--- config.mk ---
export PLATFORM = sky130hd
export DESIGN_NAME = lsb_coefficient_stego_framer
export DESIGN_NICKNAME = d
export VERILOG_FILES = /design/src/hw/rtl/lcsf_pkg.sv /design/src/hw/rtl/lcsf_parity.sv /design/src/hw/rtl/lcsf_framer.sv /design/src/hw/rtl/lsb_coefficient_stego_framer.sv
export SDC_FILE = /design/constraint.sdc
export NUM_CORES = 1
export LEC_CHECK = 0
export ABC_AREA = 0
export BUFFER_PORTS_ARGS = -buffer_cell sky130_fd_sc_hd__clkbuf_2
export CAP_MARGIN = 20
export CORE_MARGIN = 10
export CORE_UTILIZATION = 55
export CTS_CLUSTER_DIAMETER = 40
export DETAILED_ROUTE_END_ITERATION = 8
export GPL_TIMING_DRIVEN = 0
export HOLD_SLACK_MARGIN = 0.1
export PLACE_DENSITY = 0.75
export SYNTH_ARGS = -nofsm -noshare
export SYNTH_HDL_FRONTEND = slang
export SYNTH_SLANG_ARGS = --single-unit
--- constraint.sdc ---
create_clock -name aclk -period 9.1 [get_ports aclk]
set_input_delay 1.365 -clock aclk [delete_from_list [all_inputs] [get_ports aclk]]
set_output_delay 1.365 -clock aclk [all_outputs]
set_load 0.01 [all_outputs]
--- src/hw/rtl/lcsf_pkg.sv ---
// ----------------------------------------------------------------------------
// lcsf_pkg: shared types and constants for the LSB coefficient framer
// Register indexes, mode codes, byte geometry and the result flag bundle.
// ----------------------------------------------------------------------------
package lcsf_pkg;

    localparam int BYTE_W      = 8;
    localparam int BIT_IDX_W   = 3;
    localparam int LENGTH_W    = 32;
    localparam int CFG_INDEX_W = 1;

    localparam logic [BIT_IDX_W-1:0] LAST_BIT = 3'd7;

    localparam logic [CFG_INDEX_W-1:0] CFG_MODE         = 1'd0;
    localparam logic [CFG_INDEX_W-1:0] CFG_EMBED_LENGTH = 1'd1;

    localparam logic MODE_EMBED   = 1'b0;
    localparam logic MODE_EXTRACT = 1'b1;

    typedef struct packed {
        logic bit_carried;
        logic byte_valid;
        logic last_byte;
        logic frame_done;
    } flags_t;

endpackage

--- src/hw/rtl/lcsf_parity.sv ---
// ----------------------------------------------------------------------------
// lcsf_parity: coefficient parity forcing
// Forces the LSB of a coefficient to the given bit; a one forced to even
// becomes two so that it never turns into a zero.
// ----------------------------------------------------------------------------
module lcsf_parity #(
    parameter int COEFF_WIDTH = 16
) (
    input  logic [COEFF_WIDTH-1:0] coeff_in,
    input  logic                   force_en,
    input  logic                   force_bit,
    output logic [COEFF_WIDTH-1:0] coeff_out
);

    localparam logic [COEFF_WIDTH-1:0] ONE = COEFF_WIDTH'(1);
    localparam logic [COEFF_WIDTH-1:0] TWO = COEFF_WIDTH'(2);

    always_comb begin
        coeff_out = coeff_in;
        if (force_en) begin
            if (force_bit) begin
                coeff_out = coeff_in | ONE;
            end else if (coeff_in == ONE) begin
                coeff_out = TWO;
            end else begin
                coeff_out = coeff_in & ~ONE;
            end
        end
    end

endmodule

--- src/hw/rtl/lcsf_framer.sv ---
// ----------------------------------------------------------------------------
// lcsf_framer: header and payload bit sequencing
// Holds the frame counters, picks the bit each coefficient carries, and
// gathers extracted bytes. State advances once per stepped beat.
// ----------------------------------------------------------------------------
module lcsf_framer #(
    parameter int COEFF_WIDTH = 16,
    parameter int HEADER_BITS = 32
) (
    input  logic                          aclk,
    input  logic                          aresetn,
    input  logic                          step_en,
    input  logic [COEFF_WIDTH-1:0]        coefficient,
    input  logic [lcsf_pkg::BYTE_W-1:0]   message_byte,
    input  logic                          frame_start,
    input  logic                          mode,
    input  logic [lcsf_pkg::LENGTH_W-1:0] embed_length,
    output logic [COEFF_WIDTH-1:0]        coefficient_out,
    output logic [lcsf_pkg::BYTE_W-1:0]   byte_out,
    output lcsf_pkg::flags_t              flags
);

    localparam int HC_W  = $clog2(HEADER_BITS + 1);
    localparam int HDR_W = $clog2(HEADER_BITS);
    localparam int BW    = lcsf_pkg::BYTE_W;
    localparam int BIW   = lcsf_pkg::BIT_IDX_W;
    localparam int LW    = lcsf_pkg::LENGTH_W;

    logic [HC_W-1:0]        header_count_reg, header_count_next, hc_cur;
    logic [BIW-1:0]         bit_index_reg, bit_index_next, bi_cur;
    logic [LW-1:0]          byte_count_reg, byte_count_next, bc_cur;
    logic [BW-1:0]          held_byte_reg, held_byte_next, hb_cur;
    logic [HEADER_BITS-1:0] read_length_reg, read_length_next, rl_cur;
    logic                   done_flag_reg, done_flag_next, done_cur;

    logic                   extract;
    logic [HEADER_BITS-1:0] header_word;
    logic [HDR_W-1:0]       header_sel;
    logic [BW-1:0]          embed_byte;
    logic                   carried_bit;
    logic                   force_en;

    assign extract     = (mode == lcsf_pkg::MODE_EXTRACT);
    assign header_word = embed_length[HEADER_BITS-1:0];

    // frame_start clears the counters, held byte, read length and done flag ahead of this coefficient
    assign hc_cur   = frame_start ? '0 : header_count_reg;
    assign bi_cur   = frame_start ? '0 : bit_index_reg;
    assign bc_cur   = frame_start ? '0 : byte_count_reg;
    assign hb_cur   = frame_start ? '0 : held_byte_reg;
    assign rl_cur   = frame_start ? '0 : read_length_reg;
    assign done_cur = frame_start ? 1'b0 : done_flag_reg;

    assign header_sel = HDR_W'(HEADER_BITS - 1) - hc_cur[HDR_W-1:0];
    assign embed_byte = (bi_cur == '0) ? message_byte : hb_cur;

    always_comb begin
        header_count_next = hc_cur;
        bit_index_next    = bi_cur;
        byte_count_next   = bc_cur;
        held_byte_next    = hb_cur;
        read_length_next  = rl_cur;
        done_flag_next    = done_cur;
        carried_bit       = 1'b0;
        force_en          = 1'b0;
        flags             = '0;
        byte_out          = '0;
        if (!done_cur) begin
            flags.bit_carried = 1'b1;
            force_en          = !extract;
            if (hc_cur < HC_W'(HEADER_BITS)) begin
                carried_bit       = extract ? coefficient[0] : header_word[header_sel];
                read_length_next  = {rl_cur[HEADER_BITS-2:0], carried_bit};
                header_count_next = hc_cur + HC_W'(1);
                if (hc_cur == HC_W'(HEADER_BITS - 1) && read_length_next == '0) begin
                    done_flag_next = 1'b1;
                end
            end else begin
                if (extract) begin
                    held_byte_next = {hb_cur[BW-2:0], coefficient[0]};
                end else begin
                    held_byte_next = embed_byte;
                    carried_bit    = embed_byte[lcsf_pkg::LAST_BIT - bi_cur];
                end
                if (bi_cur == lcsf_pkg::LAST_BIT) begin
                    bit_index_next  = '0;
                    byte_count_next = bc_cur + LW'(1);
                    if (byte_count_next >= LW'(rl_cur)) begin
                        done_flag_next = 1'b1;
                    end
                    if (extract) begin
                        flags.byte_valid = 1'b1;
                        flags.last_byte  = done_flag_next;
                        byte_out         = held_byte_next;
                    end
                end else begin
                    bit_index_next = bi_cur + BIW'(1);
                end
            end
        end
        flags.frame_done = done_flag_next;
    end

    lcsf_parity #(
        .COEFF_WIDTH(COEFF_WIDTH)
    ) u_parity (
        .coeff_in (coefficient),
        .force_en (force_en),
        .force_bit(carried_bit),
        .coeff_out(coefficient_out)
    );

    always_ff @(posedge aclk) begin
        if (!aresetn) begin
            header_count_reg <= '0;
            bit_index_reg    <= '0;
            byte_count_reg   <= '0;
            held_byte_reg    <= '0;
            read_length_reg  <= '0;
            done_flag_reg    <= 1'b0;
        end else if (step_en) begin
            header_count_reg <= header_count_next;
            bit_index_reg    <= bit_index_next;
            byte_count_reg   <= byte_count_next;
            held_byte_reg    <= held_byte_next;
            read_length_reg  <= read_length_next;
            done_flag_reg    <= done_flag_next;
        end
    end

endmodule

--- src/hw/rtl/lsb_coefficient_stego_framer.sv ---
// ----------------------------------------------------------------------------
// Pipeline: each input beat passes the input register, then the result
//   register, on its way to the result beat.
// Throughput: one coefficient per cycle unless m_ready stalls the result; the
//   framer step between the two registers is combinational.
// Reset: synchronous active-low aresetn clears both valids, the frame
//   counters and the mode and length registers.
// ----------------------------------------------------------------------------
// lsb_coefficient_stego_framer: LSB parity stego embed/extract on coefficients
// Embeds or extracts a length header and message bytes through the parity
// of a coefficient stream.
// ----------------------------------------------------------------------------
module lsb_coefficient_stego_framer #(
    parameter int COEFF_WIDTH = 16,
    parameter int HEADER_BITS = 32
) (
    input  logic                             aclk,
    input  logic                             aresetn,
    input  logic                             cfg_wr_en,
    input  logic [lcsf_pkg::CFG_INDEX_W-1:0] cfg_index,
    input  logic [lcsf_pkg::LENGTH_W-1:0]    cfg_wr_data,
    input  logic                             s_valid,
    output logic                             s_ready,
    input  logic signed [COEFF_WIDTH-1:0]    s_coefficient,
    input  logic [lcsf_pkg::BYTE_W-1:0]      s_message_byte,
    input  logic                             s_frame_start,
    output logic                             m_valid,
    input  logic                             m_ready,
    output logic signed [COEFF_WIDTH-1:0]    m_coefficient_out,
    output logic                             m_bit_carried,
    output logic [lcsf_pkg::BYTE_W-1:0]      m_byte_out,
    output logic                             m_byte_valid,
    output logic                             m_last_byte,
    output logic                             m_frame_done
);

    logic                          mode_reg;
    logic [lcsf_pkg::LENGTH_W-1:0] embed_length_reg;

    logic                          in_valid_reg;
    logic [COEFF_WIDTH-1:0]        in_coeff_reg;
    logic [lcsf_pkg::BYTE_W-1:0]   in_msg_reg;
    logic                          in_start_reg;

    logic                          out_valid_reg;
    logic [COEFF_WIDTH-1:0]        out_coeff_reg;
    logic [lcsf_pkg::BYTE_W-1:0]   out_byte_reg;
    lcsf_pkg::flags_t              out_flags_reg;

    logic                          advance;
    logic                          step_en;
    logic [COEFF_WIDTH-1:0]        coeff_next;
    logic [lcsf_pkg::BYTE_W-1:0]   byte_next;
    lcsf_pkg::flags_t              flags_next;

    assign advance = !out_valid_reg || m_ready;
    assign step_en = in_valid_reg && advance;
    assign s_ready = !in_valid_reg || advance;

    always_ff @(posedge aclk) begin
        if (!aresetn) begin
            mode_reg         <= lcsf_pkg::MODE_EMBED;
            embed_length_reg <= '0;
        end else if (cfg_wr_en) begin
            unique case (cfg_index)
                lcsf_pkg::CFG_MODE:         mode_reg         <= cfg_wr_data[0];
                lcsf_pkg::CFG_EMBED_LENGTH: embed_length_reg <= cfg_wr_data;
                default: ;
            endcase
        end
    end

    always_ff @(posedge aclk) begin
        if (!aresetn) begin
            in_valid_reg <= 1'b0;
        end else if (s_valid && s_ready) begin
            in_valid_reg <= 1'b1;
        end else if (advance) begin
            in_valid_reg <= 1'b0;
        end
    end

    always_ff @(posedge aclk) begin
        if (s_valid && s_ready) begin
            in_coeff_reg <= s_coefficient;
            in_msg_reg   <= s_message_byte;
            in_start_reg <= s_frame_start;
        end
    end

    lcsf_framer #(
        .COEFF_WIDTH(COEFF_WIDTH),
        .HEADER_BITS(HEADER_BITS)
    ) u_framer (
        .aclk           (aclk),
        .aresetn        (aresetn),
        .step_en        (step_en),
        .coefficient    (in_coeff_reg),
        .message_byte   (in_msg_reg),
        .frame_start    (in_start_reg),
        .mode           (mode_reg),
        .embed_length   (embed_length_reg),
        .coefficient_out(coeff_next),
        .byte_out       (byte_next),
        .flags          (flags_next)
    );

    always_ff @(posedge aclk) begin
        if (!aresetn) begin
            out_valid_reg <= 1'b0;
        end else if (advance) begin
            out_valid_reg <= in_valid_reg;
        end
    end

    always_ff @(posedge aclk) begin
        if (step_en) begin
            out_coeff_reg <= coeff_next;
            out_byte_reg  <= byte_next;
            out_flags_reg <= flags_next;
        end
    end

    assign m_valid           = out_valid_reg;
    assign m_coefficient_out = out_coeff_reg;
    assign m_byte_out        = out_byte_reg;
    assign m_bit_carried     = out_flags_reg.bit_carried;
    assign m_byte_valid      = out_flags_reg.byte_valid;
    assign m_last_byte       = out_flags_reg.last_byte;
    assign m_frame_done      = out_flags_reg.frame_done;

endmodule

; ---- After elaboration in Yosys (flattened, before gate mapping)
; Cells that the tools add are included.
[op_classes]
addsub = 5
magnitude_cmp = 4
n_eq_ne = 3
n_reduce_logical = 15
muxes = 43
bitwise_logic = 3
[ops]
columns = cell, count
row1 = 32-bit 2-to-1 mux, 7
row2 = 16-bit 2-to-1 mux, 3
row3 = 8-bit 2-to-1 mux, 5
row4 = 32-bit by 1-bit adder with 32-bit output (second input constant), 1
row5 = 32-bit >= comparator, 1
row6 = 32-bit zero test, 1
row7 = 6-bit 2-to-1 mux, 3
row8 = 16-bit by 1-bit == test with 1-bit output (second input constant), 1
row9 = 1-bit 2-to-1 mux, 15
row10 = 3-bit 2-to-1 mux, 5
row11 = 6-bit by 1-bit adder with 6-bit output (second input constant), 1
row12 = 6-bit by 5-bit == test with 1-bit output (second input constant), 1
row13 = 5-bit by 6-bit < comparator with 1-bit output (second input constant), 1
row14 = 6-bit < comparator (second input constant), 1
row15 = 2-bit 2-to-1 mux, 3
row16 = 1-bit binary-select mux with 5-bit select, 1
row17 = 5-bit subtractor (first input constant), 1
row18 = 3-bit by 4-bit < comparator with 1-bit output (second input constant), 1
row19 = 2-bit AND reduction, 2
row20 = 4-bit OR reduction, 1
row21 = 3-bit by 1-bit adder with 3-bit output (second input constant), 1
row22 = 1-bit binary-select mux with 3-bit select, 1
row23 = 3-bit == test (second input constant), 1
row24 = 1-bit logical AND, 3
row25 = other kinds (7), 12
[totals]
register_bits = 170
input_bits = 63

; ---- Longest topological paths before layout
[logic_depth]
ltp_word = 10
depth_mapped = 21

; ---- Cells and area by module
; From an unflattened synthesis, not the netlist that was laid out.
[unflattened]
hier_cells = 1033
hier_area_um2 = 9135.0
[modules_own_cells]
columns = mod, n_inst, seq_area_each_um2, cells_each, area_each_um2
row1 = lcsf_framer, 1, 1641.6, 801, 5911.9
row2 = lsb_coefficient_stego_framer, 1, 2292.2, 211, 3110.5
row3 = lcsf_parity, 1, 0.0, 21, 112.6

; ---- Least setup slack after synthesis
; Ideal clock, no wire load.
[synth_timing]
path_kind = register to register
startpoint = register in_start_reg
endpoint = register out_flags_reg, in the netlist m_frame_done, data pin
n_path_buf = 6
t_arrival_ns = 4.316
synth_period_minus_slack_ns = 4.586
required_time_ns = 8.830
slack_ns = 4.514
stages_incl_launch_ff = 22
path_cell_list = edfxtp_1 buf_6 buf_2 clkbuf_1 buf_1 buf_1 clkbuf_1 nor2b_1 ha_1 and3_1 and4_2 nand4_4 or3_4 xor2_1 nor2_1 ha_1 a21oi_1 nand2_1 a221oi_1 nor2_1 a311oi_1 nand3_1
[synth_lines]
columns = element, line
row1 = from (decl), lsb_coefficient_stego_framer.sv:43  ; logic in_start_reg;
row2 = from (signal assigned), lsb_coefficient_stego_framer.sv:87  ; in_start_reg <= s_frame_start;
row3 = to (signal assigned), lsb_coefficient_stego_framer.sv:120  ; out_flags_reg <= flags_next;
row4 = to (decl), lsb_coefficient_stego_framer.sv:48  ; lcsf_pkg::flags_t out_flags_reg;

==> flow_summary.html <==
<table>
<tr><th>Metric</th><th>Value</th></tr>
<tr><th colspan="2">STA</th></tr>
<tr><td>Actual transition at the worst max-transition pin</td><td>1.058 ns</td></tr>
<tr><td>Worst slew margin relative to its limit</td><td>0.2932</td></tr>
<tr><td>Peak clock frequency supported by timing</td><td>160.6 MHz</td></tr>
<tr><td>Final setup fails</td><td>0</td></tr>
<tr><td>Final hold vios</td><td>0</td></tr>
<tr><td>Fin worst setup slack</td><td>2.875 ns</td></tr>
<tr><td>Final-report max-slew violation count</td><td>0</td></tr>
<tr><td>Setup repair after global routing missed its margin</td><td>false</td></tr>
<tr><td>Sum of negative setup slack</td><td>0 ns</td></tr>
<tr><td>Final period util</td><td>0.6840</td></tr>
<tr><td>Final setup skew</td><td>0.01327 ns</td></tr>
<tr><td>Min cycle time layout</td><td>6.225 ns</td></tr>
<tr><th colspan="2">Global routing</th></tr>
<tr><td>GR Overflow Total</td><td>0</td></tr>
<tr><td>Total routing resource utilization after global routing</td><td>0.2191</td></tr>
<tr><td>Initial antenna violation count</td><td>0</td></tr>
<tr><td>Pin count of the biggest net entering global routing</td><td>38</td></tr>
<tr><td>Global-route wire length before repair</td><td>39.19 mm</td></tr>
<tr><td>Vias in the first global route</td><td>7678</td></tr>
<tr><th colspan="2">Detailed routing</th></tr>
<tr><td>Overall routed net length</td><td>23.93 mm</td></tr>
<tr><td>DRC violation total after the first TritonRoute iteration</td><td>688</td></tr>
<tr><td>TritonRoute pass-1 iters</td><td>5</td></tr>
<tr><td>Final routed DRC violation total</td><td>0</td></tr>
<tr><td>Number of vias in the routed layout</td><td>7796</td></tr>
<tr><td>Average wire per standard cell</td><td>17.42 µm</td></tr>
<tr><td>DR vias/cell</td><td>5.674</td></tr>
<tr><td>Residual antenna-violating net count after detailed routing</td><td>0</td></tr>
<tr><th colspan="2">Critical path</th></tr>
<tr><td>R2r setup slk</td><td>2.88 ns</td></tr>
<tr><td>Crit path largest cell delay</td><td>0.56 ns</td></tr>
<tr><td>Required @ worst endpoint</td><td>9.27 ns</td></tr>
<tr><td>Cell-by-cell trace of the critical path</td><td>buf_6 &gt; buf_2 &gt; clkbuf_1 &gt; buf_1 &gt; buf_1 &gt; clkbuf_1 &gt; nor2b_1 &gt; ha_1 &gt; and3_1 &gt; and4_2 &gt; nand4_4 &gt; or3_4 &gt; xor2_1 &gt; nor2_1 &gt; ha_1 &gt; a21oi_1 &gt; nand2_1 &gt; a221oi_1 &gt; nor2_1 &gt; a311oi_1 &gt; nand3_1</td></tr>
<tr><td>Slowest cell on the critical path</td><td>sky130_fd_sc_hd__buf_1</td></tr>
<tr><td>Reg-to-Reg Start</td><td>in_start_reg$_DFFE_PP_</td></tr>
<tr><td>Crit path capture type</td><td>flip-flop</td></tr>
<tr><td>Crit path launch</td><td>in_start_reg$_DFFE_PP_</td></tr>
<tr><td>Worst path arrival time</td><td>6.40 ns</td></tr>
<tr><td>Crit start category</td><td>flip-flop</td></tr>
<tr><td>Path type of the worst setup path</td><td>flip-flop to flip-flop</td></tr>
<tr><td>Largest driver fanout on the critical path</td><td>10</td></tr>
<tr><th colspan="2">Synth</th></tr>
<tr><td>Synthesized cell area</td><td>0.008891 mm²</td></tr>
<tr><td>Predominant post-synthesis flop cell</td><td>sky130_fd_sc_hd__dfxtp_1</td></tr>
<tr><td>Post-synthesis instance total</td><td>1034</td></tr>
<tr><td>Share of Yosys cell area claimed by the top area cell type</td><td>0.2634</td></tr>
<tr><td>Most common cell in the netlist</td><td>sky130_fd_sc_hd__nand2_1</td></tr>
<tr><td>Per-instance average area after synthesis</td><td>8.599 µm²</td></tr>
<tr><td>Synth unique cells</td><td>75</td></tr>
<tr><td>Share of flip-flops with an asynchronous set or reset</td><td>0</td></tr>
<tr><td>Area leader, netlist</td><td>sky130_fd_sc_hd__dfxtp_1</td></tr>
<tr><td>Sequential-to-total area share from yosys stat</td><td>0.4424</td></tr>
<tr><td>Cell types with the largest area share after synthesis</td><td>sky130_fd_sc_hd__dfxtp_1 26%, sky130_fd_sc_hd__edfxtp_1 18%, sky130_fd_sc_hd__nand2_1 8.9%, sky130_fd_sc_hd__ha_1 5.2%, sky130_fd_sc_hd__a21oi_1 3.7%</td></tr>
<tr><td>Flops &amp; latches, synth</td><td>170</td></tr>
<tr><td>Warning count from the yosys run</td><td>0</td></tr>
<tr><td>EDFF count, synth</td><td>53</td></tr>
<tr><td>Top cell types by occurrence after synthesis</td><td>210 x sky130_fd_sc_hd__nand2_1, 117 x sky130_fd_sc_hd__dfxtp_1, 81 x sky130_fd_sc_hd__nor2_1, 65 x sky130_fd_sc_hd__a21oi_1</td></tr>
<tr><td>Net count of the mapped netlist</td><td>1134</td></tr>
<tr><th colspan="2">Placed design</th></tr>
<tr><td>DP Worst Slack</td><td>3.022 ns</td></tr>
<tr><td>Instance area after placement</td><td>0.009618 mm²</td></tr>
<tr><td># port buffers</td><td>91</td></tr>
<tr><td>RePlAce Congestion</td><td>0.9402</td></tr>
<tr><td>Final HPWL DP</td><td>17.84 mm</td></tr>
<tr><th colspan="2">Floorplan</th></tr>
<tr><td>Die extent in x</td><td>147.1 µm</td></tr>
<tr><td>Die ar.</td><td>0.02165 mm²</td></tr>
<tr><td>Overall die height</td><td>147.1 µm</td></tr>
<tr><td>Core Rows</td><td>46</td></tr>
<tr><td>Number of primary I/O pins</td><td>93</td></tr>
<tr><td>Effective utilization at floorplan</td><td>0.5597</td></tr>
<tr><td>Area of the core</td><td>0.01589 mm²</td></tr>
<tr><th colspan="2">Power</th></tr>
<tr><td>Tot Pwr</td><td>1642 µW</td></tr>
<tr><td>Pwr Density</td><td>160.5 mW/mm²</td></tr>
<tr><td>Maximum vdd ir drop</td><td>143.9 µV</td></tr>
<tr><td>Leakage Power</td><td>0.003879 µW</td></tr>
<tr><th colspan="2">Clocking</th></tr>
<tr><td>Clock net sink count</td><td>170</td></tr>
<tr><td>Clock network latency to the later pin of the worst-skew pair</td><td>0.44 ns</td></tr>
<tr><td>Clk slew on worst S/H paths</td><td>0.07 ns</td></tr>
<tr><td>CTS buffer count</td><td>17</td></tr>
<tr><td>Clock tree from TritonCTS</td><td>built</td></tr>
<tr><td>Post-CTS Hold Buffers</td><td>0</td></tr>
<tr><td>Bufs on Longest Clock Path</td><td>2</td></tr>
<tr><td>Clock root buffer master</td><td>sky130_fd_sc_hd__clkbuf_16</td></tr>
<tr><td>Total number of H-tree levels</td><td>4</td></tr>
<tr><td>Buffer count from post-CTS setup fixing</td><td>0</td></tr>
<tr><td>Number of instances resized during post-cts repair</td><td>0</td></tr>
<tr><th colspan="2">Run</th></tr>
<tr><td># Max-Cap Violations</td><td>0</td></tr>
<tr><th colspan="2">Cells and area</th></tr>
<tr><td>Ratio of cells with drive above 1 in the final layout</td><td>0.1295</td></tr>
<tr><td>Final #Nets</td><td>1245</td></tr>
<tr><td>Area Overhead vs Synth</td><td>15.07%</td></tr>
<tr><td>Share of the core filled with cells</td><td>0.6441</td></tr>
<tr><td>Cell area after layout</td><td>0.01023 mm²</td></tr>
<tr><td>Antenna Cells</td><td>0</td></tr>
<tr><th colspan="2">Min path</th></tr>
<tr><td>Worst hold path startpoint</td><td>embed_length_reg[22]$_SDFFE_PN0P_</td></tr>
<tr><td>Path class of the lowest-slack min-delay path</td><td>flip-flop to flip-flop</td></tr>
<tr><th colspan="2">Status</th></tr>
<tr><td>Status</td><td>finished clean</td></tr>
</table>
-- cell families after synthesis --
family          after synthesis  share of synthesized area
fa+ha+maj                    37                    0.05207
mux                          16                    0.02097
buf+inv                      90                    0.03982
compound gates              195                     0.1351
simple gates                477                     0.2613
xor+xnor                     49                    0.04827
flops                       170                     0.4424
-- cells in the final DEF, fill, tap and decap left out, drive strengths merged, types with 3 or more instances in the layout --
| master | instances |
|---|---|
| clkinvlp | 3 |
| a22oi | 18 |
| and4b | 3 |
| clkbuf | 163 |
| nand4 | 16 |
| nor2 | 81 |
| o21ai | 56 |
| o211ai | 6 |
| nand2 | 210 |
| buf | 17 |
| ha | 37 |
| edfxtp | 53 |
| nand2b | 9 |
| inv | 29 |
| nand3 | 24 |
| nor4b | 4 |
| a21o | 6 |
| nand3b | 3 |
| o41ai | 3 |
| and4 | 3 |
| a21oi | 65 |
| and3 | 15 |
| nor2b | 28 |
| dfxtp | 117 |
| nor3b | 4 |
| o31ai | 3 |
| a31oi | 4 |
| mux2i | 13 |
| xnor2 | 29 |
| nor3 | 15 |
| nor4 | 13 |
| a211oi | 3 |
| a311oi | 6 |
| and2 | 40 |
| a2111oi | 3 |
| xor2 | 20 |
-- through the flow --
stage,std cells,hold slack (ns)
after floorplan,1034,0.4329
after global placement,1341,0.4422
after detailed placement,1341,0.4482
after CTS,1373,0.4587
after global routing,1374,0.4742
final,1374,0.4566
-- metal layers --
layer	track usage	part of all wire	vias up
met1	0.2896	0.45	3610
met2	0.3474	0.46	321
met4	0.07483	0.017	0
met5	0	0	-
li1	-	-	3826
met3	0.04699	0.074	39
-- cell type report --
class	count	area [µm²]
flip-flops and latches	170	3934
clock buffers	17	425.4
clock inverters	15	160.2
inverters	19	71.32
well taps	216	270.3
fillers	1358	5654
multi-input cells	774	4603
repair buffers	92	483.0
plain buffers	71	284.0
-- worst paths after layout --
path | cells after the start | to
worst min register to register | 2 | embed_length_reg[22]$_SDFFE_PN0P_
worst max register to register | 21 | m_frame_done$_DFFE_PP_
worst max-delay path | 21 | m_frame_done$_DFFE_PP_
worst min-delay path | 2 | embed_length_reg[22]$_SDFFE_PN0P_
-- critical path, delay by kind of cell, from the launching register on --
family	cells	cell delay [ns]
AO/OA/AOI/OAI	3	0.93
XOR/XNOR	1	0.16
adder cells (fa/ha/maj)	2	0.60
buffers and inverters	6	2.47
flip-flops	1	0.43
AND/OR/NAND/NOR	9	1.34
-- power by group --
group	total (µW)	switching, µW	internal, µW
clock network	719	350	369
registers	812	9.49	803
logic	110	72.9	37.4
Power figures use the tool's default switching activity.
